**src/egcd_pkg.sv**
```systemverilog
// Package for the extended gcd / modular inverse block.
// Holds the shared operand width, the command and status structs and the controller states.
// No dependencies.
package egcd_pkg;

	localparam int unsigned OperandWidth = 32;

	// Controller states, one-hot.
	typedef enum logic [6:0] {
		ST_IDLE  = 7'b0000001,
		ST_CHECK = 7'b0000010,
		ST_DIV   = 7'b0000100,
		ST_MUL   = 7'b0001000,
		ST_FIX   = 7'b0010000,
		ST_MOD   = 7'b0100000,
		ST_OUT   = 7'b1000000
	} state_t;

	// Commands from the controller to the datapath.
	typedef struct packed {
		logic load;      // capture operands, set up the sequence
		logic div_start; // clear the divider for a new quotient
		logic div_step;  // one restoring division step
		logic mul_step;  // one shift-add step of q times s/t
		logic advance;   // shift the remainder and coefficient pairs
		logic fix_load;  // set up reduction of x modulo b
		logic mod_step;  // one step of the reduction
		logic finish;    // marks the last reduction step; unused by the datapath
	} egcd_cmd_t;

	// Status from the datapath to the controller.
	typedef struct packed {
		logic r_zero;   // current remainder is zero
		logic cnt_done; // bit counter is on its last step
	} egcd_sts_t;

endpackage

```
**src/egcd_ctrl.sv**
```systemverilog
// Controller for the extended gcd block: sequences division, update and reduction.
// Depends on egcd_pkg.
module egcd_ctrl (
	input  logic                 clk,
	input  logic                 arst_n,
	input  logic                 in_valid,
	output logic                 in_ready,
	output logic                 out_valid,
	input  logic                 out_ready,
	output egcd_pkg::egcd_cmd_t  cmd,
	input  egcd_pkg::egcd_sts_t  sts
);

	egcd_pkg::state_t state_q;
	logic             out_valid_q;

	assign in_ready  = state_q == egcd_pkg::ST_IDLE;
	assign out_valid = out_valid_q;

	// Command decode.
	always_comb begin
		cmd           = '0;
		cmd.load      = in_valid && in_ready;
		cmd.div_start = state_q == egcd_pkg::ST_CHECK && !sts.r_zero;
		cmd.div_step  = state_q == egcd_pkg::ST_DIV;
		cmd.mul_step  = state_q == egcd_pkg::ST_MUL;
		cmd.advance   = state_q == egcd_pkg::ST_MUL && sts.cnt_done;
		cmd.fix_load  = state_q == egcd_pkg::ST_FIX;
		cmd.mod_step  = state_q == egcd_pkg::ST_MOD;
		cmd.finish    = state_q == egcd_pkg::ST_MOD && sts.cnt_done;
	end

	// State register.
	always_ff @(posedge clk or negedge arst_n) begin
		if (!arst_n) begin
			state_q     <= egcd_pkg::ST_IDLE;
			out_valid_q <= 1'b0;
		end else begin
			unique case (state_q)
				egcd_pkg::ST_IDLE: begin
					if (in_valid) state_q <= egcd_pkg::ST_CHECK;
				end
				egcd_pkg::ST_CHECK: begin
					state_q <= sts.r_zero ? egcd_pkg::ST_FIX : egcd_pkg::ST_DIV;
				end
				egcd_pkg::ST_DIV: begin
					if (sts.cnt_done) state_q <= egcd_pkg::ST_MUL;
				end
				egcd_pkg::ST_MUL: begin
					if (sts.cnt_done) state_q <= egcd_pkg::ST_CHECK;
				end
				egcd_pkg::ST_FIX: begin
					state_q <= egcd_pkg::ST_MOD;
				end
				egcd_pkg::ST_MOD: begin
					if (sts.cnt_done) begin
						state_q     <= egcd_pkg::ST_OUT;
						out_valid_q <= 1'b1;
					end
				end
				egcd_pkg::ST_OUT: begin
					if (out_ready) begin
						state_q     <= egcd_pkg::ST_IDLE;
						out_valid_q <= 1'b0;
					end
				end
				default: state_q <= egcd_pkg::ST_IDLE;
			endcase
		end
	end

	// The result is offered exactly in the output state.
	a_out_state: assert property (@(posedge clk) disable iff (!arst_n)
		out_valid_q == (state_q == egcd_pkg::ST_OUT))
		else $error("out_valid disagrees with state");
	// No input is taken while a result waits.
	a_no_accept: assert property (@(posedge clk) disable iff (!arst_n)
		out_valid_q |-> !in_ready)
		else $error("input accepted while busy");
	// The state register stays one-hot.
	a_onehot: assert property (@(posedge clk) disable iff (!arst_n)
		$onehot(state_q))
		else $error("state not one-hot");

endmodule

```
**src/egcd_dp.sv**
```systemverilog
// Datapath for the extended gcd block: remainder pair, coefficient pairs,
// a bit-serial divider, a shift-add multiplier and a bit-serial reducer. Depends on egcd_pkg.
module egcd_dp #(
	parameter int unsigned OPERAND_WIDTH = egcd_pkg::OperandWidth
) (
	input  logic                       clk,
	input  logic                       arst_n,
	input  egcd_pkg::egcd_cmd_t        cmd,
	output egcd_pkg::egcd_sts_t        sts,
	input  logic [OPERAND_WIDTH-1:0]   value_a,
	input  logic [OPERAND_WIDTH-1:0]   value_b,
	output logic [OPERAND_WIDTH-1:0]   gcd_value,
	output logic signed [OPERAND_WIDTH:0] coef_x,
	output logic signed [OPERAND_WIDTH:0] coef_y,
	output logic [OPERAND_WIDTH-1:0]   inverse,
	output logic                       has_inverse
);

	localparam int unsigned W  = OPERAND_WIDTH;
	localparam int unsigned CW = OPERAND_WIDTH + 1;
	localparam int unsigned NW = $clog2(OPERAND_WIDTH + 1);

	logic [W-1:0]  r_prev_q, r_cur_q, b_q;
	logic [CW-1:0] s_prev_q, s_cur_q, t_prev_q, t_cur_q;
	logic [W-1:0]  quo_q, rem_q;   // dividend shifts out as the quotient shifts in, remainder builds
	logic [CW-1:0] qs_q, qt_q;     // products q*s_cur, q*t_cur
	logic [CW-1:0] ms_q, mt_q;     // multiplicands s_cur, t_cur held for the product
	logic [NW-1:0] cnt_q;
	logic          neg_q;
	logic [W-1:0]  mag_q;

	// Division step: shift in the next dividend bit and try to subtract.
	logic [W:0]   div_trial;
	logic [W-1:0] div_next;
	assign div_trial = {rem_q, quo_q[W-1]} - {1'b0, r_cur_q};
	assign div_next  = {rem_q[W-2:0], quo_q[W-1]};

	// Reduction step, same scheme with the modulus as divisor.
	logic [W:0] mod_trial;
	assign mod_trial = {rem_q, mag_q[W-1]} - {1'b0, b_q};

	assign sts.r_zero   = r_cur_q == '0;
	assign sts.cnt_done = cnt_q == NW'(1);

	always_ff @(posedge clk or negedge arst_n) begin
		if (!arst_n) begin
			cnt_q <= '0;
		end else if (cmd.load || cmd.advance) begin
			cnt_q <= NW'(W);
		end else if (cmd.div_start || cmd.fix_load) begin
			cnt_q <= NW'(W);
		end else if ((cmd.div_step || cmd.mul_step || cmd.mod_step) && !sts.cnt_done) begin
			cnt_q <= cnt_q - NW'(1);
		end else if (cmd.div_step) begin
			cnt_q <= NW'(W);
		end
	end

	always_ff @(posedge clk) begin
		if (cmd.load) begin
			r_prev_q <= value_a;
			r_cur_q  <= value_b;
			b_q      <= value_b;
			s_prev_q <= CW'(1);
			s_cur_q  <= '0;
			t_prev_q <= '0;
			t_cur_q  <= CW'(1);
		end
		if (cmd.div_start) begin
			quo_q <= r_prev_q;
			rem_q <= '0;
		end
		// Restoring division of r_prev by r_cur, one bit a cycle.
		if (cmd.div_step) begin
			if (!div_trial[W]) rem_q <= div_trial[W-1:0];
			else               rem_q <= div_next;
			quo_q <= {quo_q[W-2:0], ~div_trial[W]};
			if (sts.cnt_done) begin
				qs_q <= '0;
				qt_q <= '0;
				ms_q <= s_cur_q;
				mt_q <= t_cur_q;
			end
		end
		// Shift-add product of the quotient with s_cur and t_cur, MSB first.
		if (cmd.mul_step) begin
			qs_q <= {qs_q[CW-2:0], 1'b0} + (quo_q[W-1] ? ms_q : '0);
			qt_q <= {qt_q[CW-2:0], 1'b0} + (quo_q[W-1] ? mt_q : '0);
			quo_q <= {quo_q[W-2:0], 1'b0};
		end
		// Step the sequence with the final products.
		if (cmd.advance) begin
			r_prev_q <= r_cur_q;
			r_cur_q  <= rem_q;
			s_prev_q <= s_cur_q;
			s_cur_q  <= s_prev_q - ({qs_q[CW-2:0], 1'b0} + (quo_q[W-1] ? ms_q : '0));
			t_prev_q <= t_cur_q;
			t_cur_q  <= t_prev_q - ({qt_q[CW-2:0], 1'b0} + (quo_q[W-1] ? mt_q : '0));
		end
		// Reduce |x| modulo b.
		if (cmd.fix_load) begin
			neg_q <= s_prev_q[CW-1];
			mag_q <= s_prev_q[CW-1] ? W'(-s_prev_q) : s_prev_q[W-1:0];
			rem_q <= '0;
		end
		if (cmd.mod_step) begin
			if (!mod_trial[W]) rem_q <= mod_trial[W-1:0];
			else               rem_q <= {rem_q[W-2:0], mag_q[W-1]};
			mag_q <= {mag_q[W-2:0], 1'b0};
		end
	end

	// Result fields; the reduced remainder is final once the controller finishes.
	logic ok;
	assign ok          = r_prev_q == W'(1) && b_q != '0;
	assign gcd_value   = r_prev_q;
	assign coef_x      = s_prev_q;
	assign coef_y      = t_prev_q;
	assign has_inverse = ok;
	assign inverse     = !ok ? '0 : (neg_q && rem_q != '0) ? b_q - rem_q : rem_q;

endmodule

```
**src/extended_gcd_modular_inverse.sv**
```systemverilog
// Channel  Direction  Handshake                  Payload
// in       input      in_valid / in_ready        value_a, value_b
// out      output     out_valid / out_ready      gcd_value, coef_x, coef_y, inverse, has_inverse
//
// One item at a time. Each Euclid iteration runs one check, W divider steps and W
// multiplier steps (W = OPERAND_WIDTH). The final check, the reduction setup and W
// reduction steps follow, and then the result is offered. The run time is set by the
// remainder loop, about 46 iterations for 32-bit operands in the worst case.
// Asynchronous reset returns the controller to idle; stalled results hold.
// Depends on egcd_pkg, egcd_ctrl and egcd_dp.
module extended_gcd_modular_inverse #(
	parameter int unsigned OPERAND_WIDTH = egcd_pkg::OperandWidth
) (
	input  logic                         clk,
	input  logic                         arst_n,
	input  logic                         in_valid,
	output logic                         in_ready,
	input  logic [OPERAND_WIDTH-1:0]     value_a,
	input  logic [OPERAND_WIDTH-1:0]     value_b,
	output logic                         out_valid,
	input  logic                         out_ready,
	output logic [OPERAND_WIDTH-1:0]     gcd_value,
	output logic signed [OPERAND_WIDTH:0] coef_x,
	output logic signed [OPERAND_WIDTH:0] coef_y,
	output logic [OPERAND_WIDTH-1:0]     inverse,
	output logic                         has_inverse
);

	egcd_pkg::egcd_cmd_t cmd;
	egcd_pkg::egcd_sts_t sts;

	egcd_ctrl u_ctrl (
		.clk, .arst_n, .in_valid, .in_ready, .out_valid, .out_ready, .cmd, .sts
	);

	egcd_dp #(.OPERAND_WIDTH(OPERAND_WIDTH)) u_dp (
		.clk, .arst_n, .cmd, .sts, .value_a, .value_b,
		.gcd_value, .coef_x, .coef_y, .inverse, .has_inverse
	);

endmodule

```
**config.mk**
```make
export PLATFORM = sky130hd
export DESIGN_NAME = extended_gcd_modular_inverse
export DESIGN_NICKNAME = d
export VERILOG_FILES = /design/src/egcd_pkg.sv /design/src/egcd_ctrl.sv /design/src/egcd_dp.sv /design/src/extended_gcd_modular_inverse.sv
export SDC_FILE = /design/constraint.sdc
export NUM_CORES = 1
export LEC_CHECK = 0
export ABC_AREA = 1
export BUFFER_PORTS_ARGS = -buffer_cell sky130_fd_sc_hd__buf_4
export CAP_MARGIN = 20
export CORE_MARGIN = 4
export CORE_UTILIZATION = 25
export DETAILED_ROUTE_END_ITERATION = 7
export MAX_ROUTING_LAYER = met4
export SYNTH_ARGS = -nofsm -noshare
export SYNTH_HDL_FRONTEND = slang
export SYNTH_SLANG_ARGS = --single-unit
```
**constraint.sdc**
```tcl
create_clock -name clk -period 7.01 [get_ports clk]
set_input_delay 1.0515 -clock clk [delete_from_list [all_inputs] [get_ports clk]]
set_output_delay 1.0515 -clock clk [all_outputs]
set_load 0.01 [all_outputs]
```
==> flow_summary.ini <==
[outcome]
status = completed

[floorplanning]
fp.dieW_um = 380.9
core_area_mm2 = 0.1378
start_util_pct = 25.22
dieArea_mm2 = 0.1451
die_h_um = 380.9
num_rows = 136
num_io_pins = 201

[logic_synthesis]
ys_types = 65
synth_area_leaders = edfxtp_1, nand2_1, inv_1
synth_commonest_cells = nand2_1, inv_1, edfxtp_1, nor2_1, a21oi_1
ys_seq_area_share_pct = 40.26
synth_fa_ha_area_share_pct = 7.098
postSynth.asyncResetShare_pct = 2.985
yosysWarnings = 0
postSynthAreaPerCell_um2 = 7.591
synth_edf_count = 453
synth_area_mm2 = 0.03476
synth_mux_area_share_pct = 0
synth_nets = 4840
synth_ff_type = edfxtp_1
yosysMostFrequentCell = nand2_1
synth_top_family_by_area = simple AND/OR/NAND/NOR gates
synth_compound_area_share_pct = 12.18
synth_simple_gate_area_share_pct = 28.78
yosysTopAreaCell = edfxtp_1
yosys.area_share.xor_xnor_pct = 2.520
ys_ff_latch = 469
synth_top_area_share_pct = 39.13
synth_cells = 4579

[placement]
hpwl_mm = 94.64
gp_congestion = 0.9757
dp_slack_ns = 2.142
port_buffers = 200

[detailed_routing]
drtPass1Iterations = 6
drt_iter0_drc = 2572
antenna_left = 0
viasPerCell = 4.688
routed_wirelength_mm = 120.7
wl_per_cell_um = 18.21
route.detailed.drc = 0
via_count = 31050

[clocking]
clk_latency_ns = 0.69
cts_tree = done
clockRootBuffer = clkbuf_16
cts.sinks = 469
clk_pin_slew_ns = 0.06
htree_levels = 2
post-cts-setup-buffers = 0
numCtsBuffers = 56
post_cts_resized = 0
postCtsHoldBufs = 0
clockBufferDepth = 3

[worst_setup_path]
crit_slowest_cell = edfxtp_1
path_buf_inv = 5
cpPeakStageDelay_ns = 0.55
cp-start-kind = flop
crit_chain = inv_1 -> nand3_1 -> nor3_1 -> nand4_1 -> nand2_1 -> buf_4 -> clkinv_1 -> buf_4 -> o22ai_1 -> nor2_1 -> buf_4
crit_required_ns = 5.96
path_class = reg -> out
cp_data_arrival_time_ns = 4.22
cp_common_cell = buf_4
path_max_fanout = 32
crit_path_end_kind = output pin
cpLargestDelayFamily = buffers and inverters

[timing]
fin_skew_ns = 0.05419
whs_ns = 0.2191
relSlewSlack_pct = 29.41
tightestPinTransition_ns = 1.055
finalSetupViolCount = 0
finalSetupTns_ns = 0
maxSlewViolCount = 0
hold_viol = 0
fin_ws_ns = 1.742
fin_crit_sh_pct = 75.15
rsz0062_at_grt = false
fmax_ghz = 0.1898
finalCriticalPeriod_ns = 5.268

[finish]
final_nets = 5039
multiInputGateArea_mm2 = 0.01763
layout-drive-gt1-share_pct = 12.71
area_delta_synth_final_pct = 15.86
seqCellArea_mm2 = 0.01399
final.fill_count = 14900

[power_and_ir_drop]
clockPowerShare_pct = 16.7
p_sw_share_pct = 49.52
p_leak_nw = 18.62
power_density_mw_per_mm2 = 446.3
pwr-share-seq_pct = 28.5
vdd_ir_drop_max_uv = 427.5
power.switching_mw = 8.900
power_frac_comb_pct = 54.8
intPower_mw = 9.072

[grt]
antenna_found_initial = 9
overflow = 0
grt_max_degree = 142
grt_usage_pct = 16.61
grt_pass1_wl_mm = 182.3
grt_pass1_vias = 30490

[min_path]
min_path_type = in -> async

[run]
drv_cap = 0
sequential cells by signal, summed over array words and instances, names as in the netlist:
name              count
u_dp.coef_x          33
u_dp.coef_y          33
u_dp.ms_q            33
u_dp.mt_q            33
u_dp.s_cur_q         33
u_dp.t_cur_q         33
u_dp.b_q             32
u_dp.gcd_value       32
u_dp.mag_q           32
u_dp.qs_q            32
u_dp.qt_q            32
u_dp.quo_q           32
u_dp.r_cur_q         32
u_dp.rem_q           32
u_ctrl.state_q        7
u_dp.cnt_q            6
u_ctrl.out_valid      1
u_dp.neg_q            1
final cells by class:
class / instances / area share (%)
clock inverter: 42 / 1.044
timing repair buffer: 227 / 4.263
sequential: 469 / 34.75
antenna: 8 / 0.04971
multi-input combinational: 3271 / 43.77
tap: 1794 / 5.574
inverter: 753 / 7.037
clock buffer: 60 / 3.517
per-stage QoR:
| step | util [%] | cell area (um^2) | total power [mW] | std cells |
|---|---|---|---|---|
| floorplan | - | 34770 | 11.81 | 4579 |
| global placement | 27.87 | 38420 | 14.93 | 6514 |
| detailed placement | 27.87 | 38420 | 14.98 | 6514 |
| CTS | 29.20 | 40250 | 18.07 | 6616 |
| global route | 29.21 | 40260 | 19.47 | 6621 |
| finish | 29.22 | 40270 | 17.97 | 6624 |
path summary, 6_finish.rpt:
kind / from / endpoint / slack [ns] / cells past startpoint
min in group clk: u_dp.t_cur_q[7] / u_dp.mt_q[7] / 0.41 / 0
max: u_dp.rem_q[7] / inverse[28] / 1.74 / 11
min: arst_n / u_ctrl.state_q[2] / 0.22 / 1
min reg2reg: u_dp.t_cur_q[7] / u_dp.mt_q[7] / 0.41 / 0
max in group asynchronous: arst_n / u_ctrl.state_q[0] / 6.52 / 1
max reg2reg: u_dp.quo_q[31] / u_dp.s_cur_q[28] / 2.23 / 26
logic make-up (layout without fill, tap and decap cells):
logic type / Yosys count / count (layout)
AOI/OAI and AO/OA: 748 / 748
DFF: 469 / 469
adders and majority gates: 193 / 193
xor gates and xnor gates: 100 / 100
and+or+nand+nor: 2230 / 2230
buffers and inverters: 839 / 1082
other: 0 / 8
power groups by stage:
stage | Combinational (mW) | Sequential, mW | Clock [mW]
final | 9.85 | 5.12 | 3.01
after global routing | 11.1 | 5.21 | 3.19
after CTS | 9.85 | 5.12 | 3.10
after detailed placement | 9.81 | 5.17 | 0
after global placement | 9.77 | 5.15 | 0
after floorplan | 6.87 | 4.94 | 0
cell usage in the layout (no fill, tap or decap), types with 116 or more instances in the layout:
cell / synthesis / routed
inv_1: 726 / 726
a21oi_1: 286 / 286
edfxtp_1: 453 / 453
o21ai_0: 260 / 259
nand2_2: 116 / 116
nand2_1: 1209 / 1209
buf_4: 4 / 226
nor2_1: 415 / 413
nand3_1: 227 / 227
ha_1: 186 / 186
routing by layer:
layer / up-vias / share of wire, % / GRT usage [%]
met5: - / 0 / -
met2: 775 / 46 / 26.42
met4: 0 / 3.4 / 5.746
li1: 15500 / - / -
met1: 14600 / 46 / 21.73
met3: 174 / 5.3 / 2.261
No activity file was read; power rests on OpenSTA's default activity.
